==> src/hw/rtl/assert_macros.svh <==
// Assertion helpers shared by the RTL files that check their own behavior.
// Each macro samples on clk and is disabled while rst_n is low.
`ifndef ASSERT_MACROS_SVH
`define ASSERT_MACROS_SVH

// The consequent must hold in the same cycle as the antecedent.
`define EIE_ASSERT_SAME(name, pre, post) \
    name: assert property (@(posedge clk) disable iff (!rst_n) (pre) |-> (post)) \
        else $error("same-cycle check failed");

// The consequent must hold in the cycle after the antecedent.
`define EIE_ASSERT_NEXT(name, pre, post) \
    name: assert property (@(posedge clk) disable iff (!rst_n) (pre) |=> (post)) \
        else $error("next-cycle check failed");

`endif

==> src/hw/rtl/eie_pkg.sv <==
`default_nettype none

package eie_pkg;

    // One word on the byte channel.
    typedef struct packed {
        logic [7:0] frame_byte;
        logic       end_of_frame;
    } in_word_t;

    // One word on the result channel.
    typedef struct packed {
        logic [47:0] station_mac;
        logic [63:0] name_chunk;
        logic [1:0]  chunk_index;
        logic        last_of_record;
    } out_word_t;

    localparam int CHUNK_BYTES = 8;
    localparam int CHUNK_BITS  = 64;
    localparam int MAX_CHUNKS  = 4;

    // Frame offsets of the fields that are checked or captured.
    localparam logic [15:0] POS_MAC_FIRST   = 16'd6;
    localparam logic [15:0] POS_MAC_LAST    = 16'd11;
    localparam logic [15:0] POS_ETYPE_HI    = 16'd12;
    localparam logic [15:0] POS_ETYPE_LO    = 16'd13;
    localparam logic [15:0] POS_EAPOL_TYPE  = 16'd15;
    localparam logic [15:0] POS_EAP_CODE    = 16'd18;
    localparam logic [15:0] POS_EAP_LEN_HI  = 16'd20;
    localparam logic [15:0] POS_EAP_LEN_LO  = 16'd21;
    localparam logic [15:0] POS_EAP_TYPE    = 16'd22;
    localparam logic [15:0] POS_NAME_START  = 16'd23;
    localparam logic [15:0] POS_MAX         = 16'hFFFF;

    localparam logic [7:0]  ETYPE_HI          = 8'h88;
    localparam logic [7:0]  ETYPE_LO          = 8'h8E;
    localparam logic [7:0]  EAPOL_TYPE_EAP    = 8'd0;
    localparam logic [7:0]  EAP_CODE_RESPONSE = 8'd2;
    localparam logic [7:0]  EAP_TYPE_IDENTITY = 8'd1;
    localparam logic [15:0] EAP_HDR_LEN       = 16'd5;

endpackage

`default_nettype wire

==> src/hw/rtl/eie_parser.sv <==
`default_nettype none

module eie_parser #(
    parameter int NAME_BYTES = 32,
    parameter int CHUNKS     = 4
) (
    input  wire logic                                   clk,
    input  wire logic                                   rst_n,
    input  wire logic                                   step,
    input  wire eie_pkg::in_word_t                      word,
    output logic                                        rec_load,
    output logic [47:0]                                 rec_mac,
    output logic [CHUNKS*eie_pkg::CHUNK_BITS-1:0]       rec_name
);

    // Only the bytes that can ever be emitted are kept.
    localparam int STORE_BYTES = (NAME_BYTES < CHUNKS * eie_pkg::CHUNK_BYTES) ?
                                 NAME_BYTES : CHUNKS * eie_pkg::CHUNK_BYTES;
    localparam int IDX_W       = $clog2(STORE_BYTES);

    logic [15:0] pos_reg, pos_next;
    logic [47:0] mac_reg, mac_next;
    logic        hdr_ok_reg, hdr_ok_next;
    logic [15:0] eap_len_reg, eap_len_next;
    logic [7:0]  name_reg [STORE_BYTES];
    logic [7:0]  name_wr [STORE_BYTES];
    logic [7:0]  name_next [STORE_BYTES];

    logic [15:0]      name_off;
    logic [IDX_W-1:0] name_idx;
    logic             name_store;

    assign name_off = pos_reg - eie_pkg::POS_NAME_START;
    assign name_idx = name_off[IDX_W-1:0];

    // A name byte is kept if it lies in the buffer and inside the identity,
    // that is before offset EAP length + 18 of the frame.
    assign name_store = (pos_reg >= eie_pkg::POS_NAME_START)
                     && (name_off < 16'(STORE_BYTES))
                     && (eap_len_reg > eie_pkg::EAP_HDR_LEN)
                     && ({1'b0, pos_reg} <
                         ({1'b0, eap_len_reg} + 17'(eie_pkg::POS_NAME_START)
                          - 17'(eie_pkg::EAP_HDR_LEN)));

    always_comb
    begin
        mac_next     = mac_reg;
        hdr_ok_next  = hdr_ok_reg;
        eap_len_next = eap_len_reg;
        pos_next     = pos_reg;
        rec_load     = 1'b0;
        for (int i = 0; i < STORE_BYTES; i++)
        begin
            name_wr[i] = name_reg[i];
        end

        if (step)
        begin
            if (pos_reg >= eie_pkg::POS_MAC_FIRST && pos_reg <= eie_pkg::POS_MAC_LAST)
            begin
                mac_next = {mac_reg[39:0], word.frame_byte};
            end
            else if (pos_reg == eie_pkg::POS_ETYPE_HI && word.frame_byte != eie_pkg::ETYPE_HI)
            begin
                hdr_ok_next = 1'b0;
            end
            else if (pos_reg == eie_pkg::POS_ETYPE_LO && word.frame_byte != eie_pkg::ETYPE_LO)
            begin
                hdr_ok_next = 1'b0;
            end
            else if (pos_reg == eie_pkg::POS_EAPOL_TYPE
                     && word.frame_byte != eie_pkg::EAPOL_TYPE_EAP)
            begin
                hdr_ok_next = 1'b0;
            end
            else if (pos_reg == eie_pkg::POS_EAP_CODE
                     && word.frame_byte != eie_pkg::EAP_CODE_RESPONSE)
            begin
                hdr_ok_next = 1'b0;
            end
            else if (pos_reg == eie_pkg::POS_EAP_LEN_HI)
            begin
                eap_len_next = {word.frame_byte, eap_len_reg[7:0]};
            end
            else if (pos_reg == eie_pkg::POS_EAP_LEN_LO)
            begin
                eap_len_next = {eap_len_reg[15:8], word.frame_byte};
            end
            else if (pos_reg == eie_pkg::POS_EAP_TYPE
                     && word.frame_byte != eie_pkg::EAP_TYPE_IDENTITY)
            begin
                hdr_ok_next = 1'b0;
            end
            else if (name_store)
            begin
                name_wr[name_idx] = word.frame_byte;
            end

            pos_next = (pos_reg == eie_pkg::POS_MAX) ? pos_reg : pos_reg + 16'd1;

            if (word.end_of_frame)
            begin
                // The frame must reach the identity type byte to count.
                rec_load = hdr_ok_next && (pos_reg >= eie_pkg::POS_EAP_TYPE)
                        && (eap_len_next > eie_pkg::EAP_HDR_LEN);
                pos_next     = 16'd0;
                hdr_ok_next  = 1'b1;
                eap_len_next = 16'd0;
            end
        end

        for (int i = 0; i < STORE_BYTES; i++)
        begin
            name_next[i] = (step && word.end_of_frame) ? 8'd0 : name_wr[i];
        end
    end

    always_comb
    begin
        rec_mac  = mac_next;
        rec_name = '0;
        for (int j = 0; j < STORE_BYTES; j++)
        begin
            rec_name[8*j +: 8] = name_wr[j];
        end
    end

    always_ff @(posedge clk or negedge rst_n)
    begin
        if (!rst_n)
        begin
            pos_reg     <= 16'd0;
            mac_reg     <= 48'd0;
            hdr_ok_reg  <= 1'b1;
            eap_len_reg <= 16'd0;
            for (int i = 0; i < STORE_BYTES; i++)
            begin
                name_reg[i] <= 8'd0;
            end
        end
        else
        begin
            pos_reg     <= pos_next;
            mac_reg     <= mac_next;
            hdr_ok_reg  <= hdr_ok_next;
            eap_len_reg <= eap_len_next;
            for (int i = 0; i < STORE_BYTES; i++)
            begin
                name_reg[i] <= name_next[i];
            end
        end
    end

endmodule

`default_nettype wire

==> src/hw/rtl/eie_emitter.sv <==
`default_nettype none

module eie_emitter #(
    parameter int CHUNKS = 4
) (
    input  wire logic                                   clk,
    input  wire logic                                   rst_n,
    input  wire logic                                   rec_load,
    input  wire logic [47:0]                            rec_mac,
    input  wire logic [CHUNKS*eie_pkg::CHUNK_BITS-1:0]  rec_name,
    output logic                                        rec_busy,
    output logic                                        result_valid,
    input  wire logic                                   result_stall,
    output eie_pkg::out_word_t                          result_word
);

    localparam int         NAME_W     = CHUNKS * eie_pkg::CHUNK_BITS;
    localparam logic [1:0] LAST_CHUNK = 2'(CHUNKS - 1);

    logic              valid_reg, valid_next;
    logic [1:0]        chunk_reg, chunk_next;
    logic [47:0]       mac_reg;
    logic [NAME_W-1:0] name_reg;
    logic              taken;
    logic              last;

    assign last  = (chunk_reg == LAST_CHUNK);
    assign taken = valid_reg && !result_stall;

    always_comb
    begin
        valid_next = valid_reg;
        chunk_next = chunk_reg;
        if (rec_load)
        begin
            valid_next = 1'b1;
            chunk_next = 2'd0;
        end
        else if (taken)
        begin
            valid_next = !last;
            chunk_next = chunk_reg + 2'd1;
        end
    end

    always_ff @(posedge clk or negedge rst_n)
    begin
        if (!rst_n)
        begin
            valid_reg <= 1'b0;
            chunk_reg <= 2'd0;
        end
        else
        begin
            valid_reg <= valid_next;
            chunk_reg <= chunk_next;
        end
    end

    // The record shifts down one chunk per delivered word.
    always_ff @(posedge clk)
    begin
        if (rec_load)
        begin
            mac_reg  <= rec_mac;
            name_reg <= rec_name;
        end
        else if (taken)
        begin
            name_reg <= name_reg >> eie_pkg::CHUNK_BITS;
        end
    end

    assign rec_busy                   = valid_reg;
    assign result_valid               = valid_reg;
    assign result_word.station_mac    = mac_reg;
    assign result_word.name_chunk     = name_reg[eie_pkg::CHUNK_BITS-1:0];
    assign result_word.chunk_index    = chunk_reg;
    assign result_word.last_of_record = last;

endmodule

`default_nettype wire

==> src/hw/rtl/eap_identity_extractor.sv <==
// Channel | Dir | Word fields                                         | Handshake
// --------+-----+-----------------------------------------------------+----------------------------
// byte    | in  | frame_byte, end_of_frame                            | byte_valid, byte_stall
// result  | out | station_mac, name_chunk, chunk_index, last_of_record | result_valid, result_stall
//
// A byte word is accepted in every cycle that byte_stall is low and is parsed in the next, out of the input register,
// unless it is a frame end that byte_stall holds there. A matching frame end loads a record at that parse edge;
// the record leaves as ceil(NAME_BYTES/8) words (at most 4), one per cycle while result_stall is low.
// byte_stall rises only while a frame-end word waits for the previous record to finish, which result_stall can prolong.
// Reset is asynchronous and active low; it clears the parse state, name buffer and valid flags.
`default_nettype none
`include "assert_macros.svh"

module eap_identity_extractor #(
    parameter int NAME_BYTES = 32
) (
    input  wire logic               clk,
    input  wire logic               rst_n,
    input  wire logic               byte_valid,
    output logic                    byte_stall,
    input  wire eie_pkg::in_word_t  byte_word,
    output logic                    result_valid,
    input  wire logic               result_stall,
    output eie_pkg::out_word_t      result_word
);

    // Chunk count of a record, limited by the two-bit chunk index.
    localparam int RAW_CHUNKS = (NAME_BYTES + eie_pkg::CHUNK_BYTES - 1) / eie_pkg::CHUNK_BYTES;
    localparam int CHUNKS     = (RAW_CHUNKS < eie_pkg::MAX_CHUNKS) ?
                                RAW_CHUNKS : eie_pkg::MAX_CHUNKS;

    // Input register: holds one word until the parser can take it.
    logic              in_valid_reg, in_valid_next;
    eie_pkg::in_word_t in_word_reg;
    logic              take;
    logic              step;
    logic              rec_load;
    logic              rec_busy;
    logic [47:0]       rec_mac;
    logic [CHUNKS*eie_pkg::CHUNK_BITS-1:0] rec_name;

    // Only a frame end can produce a record, so only that word has to wait
    // for the emitter; every other byte moves on at once.
    assign byte_stall    = in_valid_reg && in_word_reg.end_of_frame && rec_busy;
    assign step          = in_valid_reg && !byte_stall;
    assign take          = byte_valid && !byte_stall;
    assign in_valid_next = take || (in_valid_reg && byte_stall);

    always_ff @(posedge clk or negedge rst_n)
    begin
        if (!rst_n)
        begin
            in_valid_reg <= 1'b0;
        end
        else
        begin
            in_valid_reg <= in_valid_next;
        end
    end

    always_ff @(posedge clk)
    begin
        if (take)
        begin
            in_word_reg <= byte_word;
        end
    end

    eie_parser #(
        .NAME_BYTES (NAME_BYTES),
        .CHUNKS     (CHUNKS)
    ) u_parser (
        .clk      (clk),
        .rst_n    (rst_n),
        .step     (step),
        .word     (in_word_reg),
        .rec_load (rec_load),
        .rec_mac  (rec_mac),
        .rec_name (rec_name)
    );

    eie_emitter #(
        .CHUNKS (CHUNKS)
    ) u_emitter (
        .clk          (clk),
        .rst_n        (rst_n),
        .rec_load     (rec_load),
        .rec_mac      (rec_mac),
        .rec_name     (rec_name),
        .rec_busy     (rec_busy),
        .result_valid (result_valid),
        .result_stall (result_stall),
        .result_word  (result_word)
    );

    // A new record never overwrites one that is still being delivered.
    `EIE_ASSERT_SAME(a_load_when_idle, rec_load, !rec_busy)
    // A record keeps its words coming until the last one is taken.
    `EIE_ASSERT_NEXT(a_record_continues,
        result_valid && !result_stall && !result_word.last_of_record, result_valid)
    // Taking the last word leaves the result channel empty in the next cycle.
    `EIE_ASSERT_NEXT(a_gap_after_record,
        result_valid && !result_stall && result_word.last_of_record, !result_valid)
    // A held frame end stays in the input register unchanged.
    `EIE_ASSERT_NEXT(a_held_word_kept, byte_stall,
        in_valid_reg && in_word_reg.end_of_frame && $stable(in_word_reg))

endmodule

`default_nettype wire
==> config.mk <==
export PLATFORM = sky130hd
export DESIGN_NAME = eap_identity_extractor
export DESIGN_NICKNAME = d
export VERILOG_FILES = /design/src/hw/rtl/eie_pkg.sv /design/src/hw/rtl/eie_parser.sv /design/src/hw/rtl/eie_emitter.sv /design/src/hw/rtl/eap_identity_extractor.sv
export VERILOG_INCLUDE_DIRS = /design/src /design/src/hw/rtl
export SDC_FILE = /design/constraint.sdc
export NUM_CORES = 1
export LEC_CHECK = 0
export ABC_AREA = 1
export BUFFER_PORTS_ARGS = -buffer_cell sky130_fd_sc_hd__buf_2
export CAP_MARGIN = 20
export CORE_ASPECT_RATIO = 0.6
export CORE_MARGIN = 1
export CORE_UTILIZATION = 50
export CTS_BUF_LIST = sky130_fd_sc_hd__clkbuf_16
export DETAILED_ROUTE_END_ITERATION = 8
export GPL_TIMING_DRIVEN = 0
export PLACE_DENSITY = 0.67
export SLEW_MARGIN = 10
export SYNTH_ARGS = -nofsm -noshare
export SYNTH_HDL_FRONTEND = slang
export SYNTH_SLANG_ARGS = --single-unit
==> constraint.sdc <==
create_clock -name clk -period 11.85 [get_ports clk]
set_input_delay 0 -clock clk [delete_from_list [all_inputs] [get_ports clk]]
set_output_delay 0 -clock clk [all_outputs]
set_load 0.01 [all_outputs]
==> impl_metrics.tcl <==
set metrics [dict create \
    area_of_the_core_um2 59400 \
    count_of_different_cell_masters_after_synthesis 45 \
    hold_buffers 14 \
    final.setup.tns_ps 0 \
    vias 24000 \
    die_area_um2 61400 \
    pin_count_of_the_biggest_net_entering_global_routing 101 \
    report.final.slew_viol_count 0 \
    critical_path.reg2reg.startpoint "u_parser.pos_reg[0]" \
    boundaryPins 130 \
    cap_violations 0 \
    p_int_w 0.00366 \
    globalRouteOverflowTotal 0 \
    gp_congestion 0.937 \
    place_hpwl_um 65300 \
    cp.required_ps 12190 \
    worst-r2r-setup-slack_ps 7160 \
    pwr-share-comb 0.072 \
    worstSkewPairLatency_ps 650 \
    tightestPinTransition_ps 1230 \
    yosysWarnings 0 \
    cts_max_level 2 \
    run_status "complete, no violations" \
    worstSetupStartpointType "flop" \
    clk_transition_reported_paths_ps 70 \
    layout_setup_ws_ps 7160 \
    synth.cell_area_um2 30200 \
    crit_type "flop to flop" \
    grt_pass1_vias 22200 \
    hold_path_end "in_word_reg[7]" \
    cp-startpoint "u_parser.pos_reg[0]" \
    rr_endpoint "u_emitter.name_reg[25]" \
    layout-area-overhead-vs-synth_pct 13.4 \
    cp_data_arrival_time_ps 5030 \
    final.min_clock_period_ps 4690 \
    grt_setup_unrepaired "no" \
    totalWireLength_um 91800 \
    worst_clock_skew_ps 20.3 \
    power.switching_fraction 0.244 \
    antenna_cells_inserted 0 \
    max-slew-margin-rel 0.181 \
    clockPowerShare 0.416 \
    final_antenna_net_count 0 \
    stdcell_count 4142 \
    syn-num-nets 3131 \
    avgSynthCellArea_um2 9.76 \
    port_buffers 129 \
    dpl_worst_slack_ps 7330 \
    grt_first_pass_wirelength_um 137000 \
    grt.total_usage 0.300 \
    die-width_um 319 \
    number_of_gates_resized_after_cts 0 \
    hold_path_class "primary input to flop" \
    detail_route.drc_violations 0 \
    placed_cells_incl_taps 4014 \
    setup_viol 0 \
    initial_antenna_violation_count 3 \
    dr.pass1.iters 6 \
    final_design_area_no_fill_um2 34200 \
    post_cts.repair.setup_buffers 0 \
    ys_seq_area_frac 0.594 \
    holdPathStages 2 \
    final.period_utilization 0.396 \
    synth-seq-cells 654 \
    clkSinkCount 654 \
    cts_tree "built" \
    ctsLongestPathBuffers 3 \
    power_w 0.00484 \
    avgViaCountPerCell 5.80 \
    setup.worst_path.end_class "flop" \
    placed_cell_area_um2 32100 \
    start_util 0.508 \
    worst_ir_drop_vdd_uv 114 \
    number_of_buffers_added_by_the_clock_tree_synthesis_step 60 \
    placementRows 69 \
    drtIter0Drc 3483 \
    power_density_nw_per_um2 141 \
    clock_tree.root_cell "sky130_fd_sc_hd__clkbuf_16" \
    hold_path_startpoint "byte_word[7]" \
    maximum_fanout_count_along_the_critical_path 63 \
    die_outline_height_um 192 \
    share_seq_of_total_power 0.512 \
    timing.fmax_mhz 213 \
    wl_per_cell_um 22.2 \
    p_leak_nw 15.9 \
    total_switching_power_w 0.00118 \
    layout.nets 3347 \
    hold_violation_count_in_the_final_report 0 \
    rr_worst_depth 18 \
    post_route_cells_drive_above_1_share 0.165 \
    netlist_instances 3094 \
]
-- power by group through the flow --
| stage | clock network, W | logic (W) | registers [W] |
|---|---|---|---|
| floorplan | 0 | 0.000182 | 0.00253 |
| global route | 0.00212 | 0.000369 | 0.00248 |
| global placement | 0 | 0.000316 | 0.00254 |
| CTS | 0.00203 | 0.000340 | 0.00248 |
| detailed placement | 0 | 0.000333 | 0.00252 |
| finish | 0.00201 | 0.000348 | 0.00248 |
-- logic make-up after synthesis --
logic type / count (synthesis) / synth area share
multiplexers: 38 / 0.0142
XOR/XNOR: 14 / 0.00406
adder cells (fa/ha/maj): 24 / 0.00995
AO/OA/AOI/OAI: 400 / 0.0679
buffers and inverters: 327 / 0.0564
AND/OR/NAND/NOR: 1637 / 0.253
flip-flops: 654 / 0.594
-- synthesized netlist by cell type --
cell / number / area (µm²)
sky130_fd_sc_hd__nand3_1: 104 / 521
sky130_fd_sc_hd__nand3_4: 19 / 333
sky130_fd_sc_hd__nor2_8: 14 / 280
sky130_fd_sc_hd__buf_6: 11 / 124
sky130_fd_sc_hd__o21ai_0: 30 / 150
sky130_fd_sc_hd__a31oi_1: 1 / 6.26
sky130_fd_sc_hd__dfrtp_1: 340 / 8510
sky130_fd_sc_hd__clkinv_1: 1 / 3.75
sky130_fd_sc_hd__ha_1: 24 / 300
sky130_fd_sc_hd__o21a_1: 1 / 7.51
sky130_fd_sc_hd__edfxtp_1: 313 / 9400
sky130_fd_sc_hd__nand3b_1: 3 / 22.5
sky130_fd_sc_hd__nor3_1: 12 / 60.1
sky130_fd_sc_hd__clkbuf_1: 74 / 278
sky130_fd_sc_hd__o21bai_1: 2 / 15.0
sky130_fd_sc_hd__nand4_1: 199 / 1240
sky130_fd_sc_hd__nand4_4: 1 / 21.3
sky130_fd_sc_hd__nand2_1: 1136 / 4260
sky130_fd_sc_hd__nor4_1: 3 / 18.8
sky130_fd_sc_hd__o22ai_1: 11 / 68.8
sky130_fd_sc_hd__inv_2: 15 / 56.3
sky130_fd_sc_hd__nor2_2: 12 / 75.1
sky130_fd_sc_hd__a21o_1: 1 / 7.51
sky130_fd_sc_hd__buf_1: 6 / 22.5
sky130_fd_sc_hd__buf_2: 73 / 365
sky130_fd_sc_hd__a22o_1: 2 / 17.5
sky130_fd_sc_hd__nand2_4: 2 / 22.5
sky130_fd_sc_hd__nand4_2: 8 / 100
sky130_fd_sc_hd__nand2_2: 25 / 156
sky130_fd_sc_hd__o211ai_1: 1 / 7.51
sky130_fd_sc_hd__or2_2: 1 / 6.26
sky130_fd_sc_hd__nand3_2: 12 / 120
sky130_fd_sc_hd__o21ai_1: 9 / 45.0
sky130_fd_sc_hd__mux2_2: 38 / 428
sky130_fd_sc_hd__xnor2_1: 1 / 8.76
sky130_fd_sc_hd__a21oi_1: 339 / 1700
sky130_fd_sc_hd__buf_4: 80 / 601
sky130_fd_sc_hd__xor2_1: 13 / 114
sky130_fd_sc_hd__nor2_4: 11 / 124
sky130_fd_sc_hd__o2111ai_1: 1 / 8.76
sky130_fd_sc_hd__dfstp_2: 1 / 26.3
sky130_fd_sc_hd__a221oi_1: 1 / 8.76
sky130_fd_sc_hd__o21ai_2: 1 / 8.76
sky130_fd_sc_hd__nor2_1: 75 / 282
sky130_fd_sc_hd__inv_1: 67 / 251
-- layer usage --
| metal | track usage | vias up | wire (µm) |
|---|---|---|---|
| met5 | 0.0111 | - | 90 |
| met4 | 0.0786 | 2 | 1940 |
| met3 | 0.0903 | 134 | 11900 |
| met2 | 0.391 | 1297 | 35500 |
| met1 | 0.475 | 11700 | 42400 |
| li1 | - | 10900 | - |
-- worst max-delay path: stages, from the launching register on --
cell                      delay (ps)
sky130_fd_sc_hd__dfrtp_1         550
sky130_fd_sc_hd__inv_1           270
sky130_fd_sc_hd__ha_1            320
sky130_fd_sc_hd__inv_1           130
sky130_fd_sc_hd__nand4_4         190
sky130_fd_sc_hd__buf_2           250
sky130_fd_sc_hd__o21ai_1         180
sky130_fd_sc_hd__nand2_1         170
sky130_fd_sc_hd__nand2_1         100
sky130_fd_sc_hd__nor2_1           50
sky130_fd_sc_hd__nand2_1         130
sky130_fd_sc_hd__nand2_4         200
sky130_fd_sc_hd__buf_4           270
sky130_fd_sc_hd__buf_2           220
sky130_fd_sc_hd__nand2_4         110
sky130_fd_sc_hd__buf_16          290
sky130_fd_sc_hd__buf_12          300
sky130_fd_sc_hd__buf_16          280
sky130_fd_sc_hd__buf_12          260
-- worst max-delay path by stage --
stage                                  end  slack, ps
floorplan            u_emitter.name_reg[0]       3620
finish              u_emitter.name_reg[25]       7160
global placement    u_emitter.name_reg[25]        380
detailed placement  u_emitter.name_reg[25]       7330
CTS                 u_emitter.name_reg[41]       7300
global route        u_emitter.name_reg[63]       6970
-- through the flow --
stage                util  hold WS (ps)
floorplan               -          -296
global placement    0.536           179
detailed placement  0.540          4.34
CTS                 0.576          64.1
global route        0.576          76.4
finish              0.576          73.0
-- cell usage in the layout, fill, tap and decap left out, types with 14 or more instances in the layout --
cell type,count
sky130_fd_sc_hd__ha_1,24
sky130_fd_sc_hd__buf_2,201
sky130_fd_sc_hd__nand3_1,104
sky130_fd_sc_hd__edfxtp_1,313
sky130_fd_sc_hd__nand3_4,19
sky130_fd_sc_hd__nand4_1,199
sky130_fd_sc_hd__nand2_2,25
sky130_fd_sc_hd__dfrtp_1,340
sky130_fd_sc_hd__nor2_8,14
sky130_fd_sc_hd__mux2_2,38
sky130_fd_sc_hd__clkbuf_16,61
sky130_fd_sc_hd__nor2_1,75
sky130_fd_sc_hd__inv_2,15
sky130_fd_sc_hd__clkinv_1,17
sky130_fd_sc_hd__clkbuf_1,74
sky130_fd_sc_hd__inv_1,77
sky130_fd_sc_hd__a21oi_1,339
sky130_fd_sc_hd__o21ai_0,30
sky130_fd_sc_hd__buf_4,80
sky130_fd_sc_hd__nand2_1,1135
-- final cells by class --
class / count / area, µm²
fill: 5080 / 25200
sequential: 654 / 17900
multi-input combinational: 2113 / 10600
clock buffer: 61 / 1530
buffer: 244 / 1390
timing repair buffer: 154 / 1060
tap: 781 / 977
clock inverter: 52 / 468
inverter: 83 / 312
Note: power is estimated with default switching activity, not from simulation.
